==> config.mk <==
export PLATFORM = sky130hd
export DESIGN_NAME = length_framed_packet_receiver_unit
export DESIGN_NICKNAME = d
export VERILOG_FILES = /design/src/sv/lfpr_pkg.sv /design/src/sv/length_framed_packet_receiver_unit.sv
export SDC_FILE = /design/constraint.sdc
export NUM_CORES = 1
export LEC_CHECK = 0
export BUFFER_PORTS_ARGS = -buffer_cell sky130_fd_sc_hd__buf_2
export CORE_MARGIN = 5
export CORE_UTILIZATION = 53
export DETAILED_ROUTE_END_ITERATION = 8
export GPL_TIMING_DRIVEN = 1
export PLACE_DENSITY = 0.73
export SYNTH_ARGS = -nofsm -noshare
export SYNTH_HDL_FRONTEND = slang
export SYNTH_SLANG_ARGS = --single-unit
==> constraint.sdc <==
create_clock -name clk -period 4.2 [get_ports clk]
set_clock_uncertainty 0.1 [all_clocks]
set_input_delay 0.63 -clock clk [delete_from_list [all_inputs] [get_ports clk]]
set_output_delay 0.63 -clock clk [all_outputs]
set_load 0.01 [all_outputs]
==> src/sv/lfpr_pkg.sv <==
// Package for the length-framed packet receiver.
// Holds frame geometry, receive phase and status codes; no dependencies.
`default_nettype none

package lfpr_pkg;

	localparam int HEADER_SIZE = 2;
	localparam int LENGTH_POS  = 1;
	localparam int BUFFER_SIZE = 64;

	// stored-byte counter must hold BUFFER_SIZE itself
	localparam int CNT_W = $clog2(BUFFER_SIZE + 1);
	// width for header size plus payload length compares
	localparam int SUM_W = ((CNT_W > 8) ? CNT_W : 8) + 2;

	localparam int POS_W     = 6;
	localparam int CFG_IDX_W = 1;
	localparam int CFG_DAT_W = 8;

	typedef enum logic [CFG_IDX_W-1:0] {
		CFG_START_BYTE  = 1'b0,
		CFG_MAX_PAYLOAD = 1'b1
	} cfg_idx_t;

	typedef enum logic [2:0] {
		PH_HUNT   = 3'd0,
		PH_HEADER = 3'd1,
		PH_DATA   = 3'd2,
		PH_CHECK  = 3'd3,
		PH_DONE   = 3'd4
	} phase_t;

	typedef enum logic [1:0] {
		ST_GOOD     = 2'd0,
		ST_TOO_LONG = 2'd1,
		ST_BAD_SUM  = 2'd2
	} status_t;

endpackage

`default_nettype wire

==> src/sv/length_framed_packet_receiver_unit.sv <==
// Top level of the length-framed packet receiver.
// Depends on lfpr_pkg for frame geometry, phase and status codes.
`default_nettype none

// Receives one byte per transfer on the slave stream and returns exactly one
// result per byte on the master stream. The receiver hunts for the start byte
// (cfg register 0), then stores HEADER_SIZE header bytes; the header byte at
// LENGTH_POS gives the payload length. A zero last header byte skips the
// payload. One checksum byte closes the frame and the result carries
// m_tlast with a status in m_tuser: good, payload longer than cfg register 1,
// or nonzero XOR over all stored bytes (too long wins). Any byte after a
// closed frame, or after BUFFER_SIZE stored bytes, restarts the hunt and is
// itself treated as a hunt byte. Throughput is one byte per clock while the
// result stream is not stalled; a byte passes through the input register, then
// the result register that the phase/count/XOR update feeds. The only loop is
// the state update, so back-to-back bytes stall only while a held result waits
// on m_tready. No clearing pass after reset: the block is ready out of reset.
// Configuration must only be written while no byte is in flight.
module length_framed_packet_receiver_unit (
	input  wire logic                           clk,
	input  wire logic                           arst_n,
	// configuration write port
	input  wire logic                           cfg_we,
	input  wire logic [lfpr_pkg::CFG_IDX_W-1:0] cfg_index,
	input  wire logic [lfpr_pkg::CFG_DAT_W-1:0] cfg_data,
	// received bytes
	input  wire logic                           s_tvalid,
	output logic                                s_tready,
	input  wire logic [7:0]                     s_tdata,   // [7:0] rx_byte
	// results
	output logic                                m_tvalid,
	input  wire logic                           m_tready,
	output logic [15:0]                         m_tdata,   // [7:0] data_byte,
	                                                       // [13:8] data_pos,
	                                                       // [14] data_valid, [15] zero
	output logic                                m_tlast,   // frame_end
	output logic [1:0]                          m_tuser    // [1:0] frame_status
);
	import lfpr_pkg::*;

	// configuration registers
	logic [7:0] start_q;
	logic [7:0] max_len_q;

	// input stage
	logic       valid_s1;
	logic [7:0] byte_s1;
	logic       adv;

	// frame state
	phase_t           phase_q, phase_d;
	logic [CNT_W-1:0] count_q, count_d;
	logic [7:0]       len_q, len_d;
	logic [7:0]       xor_q, xor_d;

	// result register
	logic             out_valid_q;
	logic [7:0]       out_byte_q;
	logic [POS_W-1:0] out_pos_q;
	logic             out_stored_q;
	logic             out_end_q;
	status_t          out_status_q;

	// combinational step results
	phase_t           eff_phase;
	logic [CNT_W-1:0] eff_count;
	logic [7:0]       eff_len;
	logic [7:0]       eff_xor;
	logic             restart;
	logic             stored;
	logic             frame_end;
	status_t          status;
	logic [CNT_W-1:0] next_count;
	logic [SUM_W-1:0] next_count_w;
	logic [SUM_W-1:0] frame_len_w;

	// Config writes: take them whenever the enable is high.
	always_ff @(posedge clk or negedge arst_n) begin
		if (!arst_n) begin
			start_q   <= 8'd2;
			max_len_q <= 8'd32;
		end else if (cfg_we) begin
			unique case (cfg_idx_t'(cfg_index))
				CFG_START_BYTE:  start_q   <= cfg_data;
				CFG_MAX_PAYLOAD: max_len_q <= cfg_data;
				default: ;
			endcase
		end
	end

	// Advance the input stage whenever the result register is free or drains.
	assign adv      = valid_s1 && (!out_valid_q || m_tready);
	assign s_tready = !valid_s1 || adv;

	always_ff @(posedge clk or negedge arst_n) begin
		if (!arst_n) begin
			valid_s1 <= 1'b0;
		end else if (s_tready) begin
			valid_s1 <= s_tvalid;
		end
	end

	always_ff @(posedge clk) begin
		if (s_tready && s_tvalid) begin
			byte_s1 <= s_tdata;
		end
	end

	// Frame state register: update only when the held byte moves on.
	always_ff @(posedge clk or negedge arst_n) begin
		if (!arst_n) begin
			phase_q <= PH_HUNT;
			count_q <= '0;
			len_q   <= '0;
			xor_q   <= '0;
		end else if (adv) begin
			phase_q <= phase_d;
			count_q <= count_d;
			len_q   <= len_d;
			xor_q   <= xor_d;
		end
	end

	// Next-state and result logic for the byte in the input stage.
	always_comb begin
		// A closed frame or a full buffer drops the old frame before this byte.
		restart   = (phase_q == PH_DONE) || (count_q >= CNT_W'(BUFFER_SIZE));
		eff_phase = restart ? PH_HUNT : phase_q;
		eff_count = restart ? '0 : count_q;
		eff_len   = restart ? '0 : len_q;
		eff_xor   = restart ? '0 : xor_q;

		stored    = (eff_phase == PH_HEADER) || (eff_phase == PH_DATA)
			|| (eff_phase == PH_CHECK);
		frame_end = 1'b0;
		status    = ST_GOOD;

		next_count   = eff_count + CNT_W'(1);
		next_count_w = SUM_W'(next_count);

		phase_d = eff_phase;
		count_d = eff_count;
		len_d   = eff_len;
		xor_d   = eff_xor;

		if (stored) begin
			count_d = next_count;
			xor_d   = eff_xor ^ byte_s1;
			if (SUM_W'(eff_count) == SUM_W'(LENGTH_POS)) begin
				len_d = byte_s1;
			end
		end

		frame_len_w = SUM_W'(HEADER_SIZE) + SUM_W'(len_d);

		unique case (eff_phase)
			PH_HEADER: begin
				if (next_count_w == SUM_W'(HEADER_SIZE)) begin
					phase_d = (byte_s1 != 8'd0) ? PH_DATA : PH_CHECK;
				end
			end
			PH_DATA: begin
				if (next_count_w == frame_len_w) begin
					phase_d = PH_CHECK;
				end
			end
			PH_CHECK: begin
				phase_d   = PH_DONE;
				frame_end = 1'b1;
				if (len_d > max_len_q) begin
					status = ST_TOO_LONG;
				end else if (xor_d != 8'd0) begin
					status = ST_BAD_SUM;
				end
			end
			default: begin
				// hunting: unused codes land here as well
				phase_d = (byte_s1 == start_q) ? PH_HEADER : PH_HUNT;
			end
		endcase
	end

	// Result register: load on advance, clear valid once the result is taken.
	always_ff @(posedge clk or negedge arst_n) begin
		if (!arst_n) begin
			out_valid_q <= 1'b0;
		end else if (adv) begin
			out_valid_q <= 1'b1;
		end else if (m_tready) begin
			out_valid_q <= 1'b0;
		end
	end

	always_ff @(posedge clk) begin
		if (adv) begin
			out_byte_q   <= stored ? byte_s1 : 8'd0;
			out_pos_q    <= stored ? eff_count[POS_W-1:0] : '0;
			out_stored_q <= stored;
			out_end_q    <= frame_end;
			out_status_q <= status;
		end
	end

	assign m_tvalid = out_valid_q;
	assign m_tdata  = {1'b0, out_stored_q, out_pos_q, out_byte_q};
	assign m_tlast  = out_end_q;
	assign m_tuser  = out_status_q;

endmodule

`default_nettype wire

==> results.sh <==
export IMPL_status="finished, final reports clean"
export IMPL_netSwitchingPower_w=0.000859
export IMPL_power_density_mw_per_mm2=535
export IMPL_grt_pass1_vias=2802
export IMPL_vias_per_cell=5.58
export IMPL_grt_setup_unrepaired="no"
export IMPL_grt_overflow_total=0
export IMPL_cp_max_fo=4
export IMPL_worstMarginPinSlew_ns=1.03
export IMPL_stdcell_area_mm2=0.00430
export IMPL_synth_flop_cell="dfrtp_1"
export IMPL_synth_compound_area_share_pct=12.0
export IMPL_synth_xor_area_share_pct=5.08
export IMPL_grt_pass1_wl_mm=14.1
export IMPL_port_buffers=41
export IMPL_rows=30
export IMPL_place_area_mm2=0.00413
export IMPL_cts_setup_buffers=0
export IMPL_yosysUniqueCellTypes=52
export IMPL_max_clock_freq_mhz=252
export IMPL_cts_max_level=3
export IMPL_antenna_found_initial=0
export IMPL_synth_top_family_by_area="simple AND/OR/NAND/NOR gates"
export IMPL_routed_wl_mm=8.57
export IMPL_seq_power_share_pct=43.0
export IMPL_cts_sinks=70
export IMPL_pwr_share_comb_pct=36.9
export IMPL_clk_pin_slew_ns=0.07
export IMPL_path_class="reg2reg"
export IMPL_initial_core_util_pct=55.3
export IMPL_yosys_warnings=0
export IMPL_core_region_area_mm2=0.00687
export IMPL_critical_path_required_ns=4.25
export IMPL_grt_use_total_pct=20.6
export IMPL_finalSetupViolCount=0
export IMPL_period_needed_ns=3.96
export IMPL_drive_gt1_share_pct=24.6
export IMPL_synthAdderAreaFrac_pct=3.63
export IMPL_cts_tree="built"
export IMPL_final_max_slew_viol_count=0
export IMPL_slew_limit_headroom_pct=31.6
export IMPL_die_x_um=94.6
export IMPL_pin_count=43
export IMPL_cts_buffer_depth=2
export IMPL_hold_viol=0
export IMPL_arrival_ns=4.02
export IMPL_antenna_cells=0
export IMPL_clockPowerShare_pct=20.2
export IMPL_hp_class="in2reg"
export IMPL_synth_top_cells_by_area="dfrtp_1 (28%), edfxtp_1 (21%), mux2_2 (5.0%)"
export IMPL_fin_setup_tns_ns=0
export IMPL_ys_seq_area_share_pct=49.6
export IMPL_yosysTopAreaCell="dfrtp_1"
export IMPL_yosys_area_share_simple_pct=18.1
export IMPL_synth_commonest_cells="nand2_1 (46), dfrtp_1 (42), o21ai_0 (33), edfxtp_1 (26)"
export IMPL_nets=456
export IMPL_synthCells=376
export IMPL_syn_nets=409
export IMPL_p_sw_share_pct=37.4
export IMPL_synth_seq_cells=70
export IMPL_syn_to_final_growth_pct=13.2
export IMPL_worstSetupStartpointType="register"
export IMPL_yosysTopAreaCellShare_pct=27.7
export IMPL_die_height_um=94.6
export IMPL_cts_made_buffers=9
export IMPL_p_int_w=0.00144
export IMPL_syn_avg_cell_area_um2=10.1
export IMPL_synth_most_common_cell="nand2_1"
export IMPL_drc=0
export IMPL_synth_enable_flop_cells=26
export IMPL_post_route_period_util_pct=94.4
export IMPL_synth_mux_area_share_pct=6.36
export IMPL_dieArea_mm2=0.00895
export IMPL_globalplace_congestion=0.925
export IMPL_vias=2919
export IMPL_worst_setup_path_end_kind="register"
export IMPL_maxCapViolCount=0
export IMPL_async_flop_share_pct=62.9
export IMPL_drt_iter0_drc=196
export IMPL_cts_root_buf="clkbuf_8"
export IMPL_clk_latency_ns=0.35
export IMPL_post_drt_wl_per_cell_um=16.4
export IMPL_first_pass_iters=5
export IMPL_synth_area_mm2=0.00380
export IMPL_p_leak_nw=1.96
export IMPL_grt_max_degree=45
export IMPL_ir_worst_vdd_v=0.000289
export IMPL_dpl_hpwl_mm=6.19
export IMPL_final_antenna_net_count=0
[worst paths after layout]
kind / startpoint / end / slack (ns) / cells past startpoint
hold / removal: s_tdata[1] / byte_s1[1]$_DFFE_PP_ / 0.35 / 1
max in group asynchronous: arst_n / phase_q[0]$_DFFE_PN0P_ / 2.96 / 1
setup reg to reg: phase_q[2]$_DFFE_PN0P_ / m_tuser[1]$_SDFFCE_PP0P_ / 0.24 / 17
setup / recovery: phase_q[2]$_DFFE_PN0P_ / m_tuser[1]$_SDFFCE_PP0P_ / 0.24 / 17
min in group asynchronous: arst_n / phase_q[1]$_DFFE_PN0P_ / 0.36 / 1
hold reg to reg: len_q[4]$_DFFE_PN0P_ / len_q[4]$_DFFE_PN0P_ / 0.39 / 2
[layout make-up]
cell class / count / area, um^2
clock inverter: 6 / 38.8
clock buffer: 9 / 124
tap: 96 / 120
sequential: 70 / 1890
fill: 585 / 2570
multi-input combinational: 265 / 1740
inverter: 23 / 86.3
timing repair buffer: 54 / 303
[cells by family (layout without fill, tap and decap cells)]
group                      Yosys count  count (layout)
and+or+nand+nor                    136             136
AOI/OAI and AO/OA                   73              73
DFF                                 70              70
buffers and inverters               41              92
xor gates and xnor gates            22              22
muxes                               22              22
adders and majority gates           11              11
other                                1               1
[critical path, stage by stage (launching register included)]
cell	delay, ns
dfrtp_1	0.41
nor3b_4	0.17
nor2_2	0.17
and2_4	0.18
ha_1	0.17
or2b_4	0.29
or4_4	0.49
and3_2	0.23
a21oi_2	0.15
inv_1	0.09
ha_1	0.29
nor2b_1	0.13
o21a_1	0.16
o21ai_0	0.14
nand2b_1	0.07
a21oi_1	0.15
o21ai_0	0.11
a221oi_1	0.28
[layer usage]
metal	vias to the layer above	wire [um]	track usage (%)
met4	0	133	7.81
met2	106	4110	33.1
met5	-	0	0
met3	11	591	4.38
li1	1428	-	-
met1	1374	3740	27.3
[metrics by stage]
step	utilization, %	worst slack, ns	power [W]	std cells	hold slack [ns]
2_1_floorplan	-	0.00210	0.00158	376	0.234
3_3_place_gp	60.1	0.313	0.00181	508	0.369
3_5_place_dp	60.1	0.186	0.00184	508	0.379
4_1_cts	62.5	0.138	0.00230	523	0.342
5_1_grt	62.6	0.0395	0.00246	523	0.342
6_report	62.6	0.237	0.00230	523	0.353
[layout by cell type, fill, tap and decap left out, types with 3 or more instances in the layout]
master / instances
nand2_1: 45
dfrtp_1: 41
buf_2: 41
o21ai_0: 33
edfxtp_1: 26
inv_1: 22
nor2_1: 21
nand3_1: 19
mux2_2: 17
buf_4: 13
and3_1: 12
xor2_1: 12
ha_1: 11
xnor2_1: 10
o31ai_1: 9
clkbuf_8: 9
a21oi_1: 6
mux2i_1: 5
nor3_1: 5
nor4_1: 5
a31oi_1: 4
or2_2: 4
nand2b_1: 4
a22oi_1: 4
clkinv_2: 3
[registers in the layout, summed over array words and instances (netlist names)]
signal	flops
m_tlast	1
valid_s1	1
byte_s1	8
m_tvalid	1
out_byte_q	8
out_pos_q	6
m_tuser	2
xor_q	8
out_stored_q	1
len_q	8
max_len_q	8
phase_q	3
start_q	8
count_q	7
[power by group through the flow]
stage	Clock, W	Sequential [W]	Combinational (W)
floorplan	0	0.000964	0.000616
finish	0.000463	0.000988	0.000847
global route	0.000504	0.00100	0.000953
CTS	0.000472	0.000983	0.000844
detailed placement	0	0.000996	0.000839
global placement	0	0.000990	0.000822
[repair_timing]
| action | in CTS | in global routing |
|---|---|---|
| hold buffers | 0 | 0 |
| endpoints found under the setup margin | 0 | 2 |
| gates resized for setup | 0 | 3 |
No activity file was read; power rests on OpenSTA's default activity.
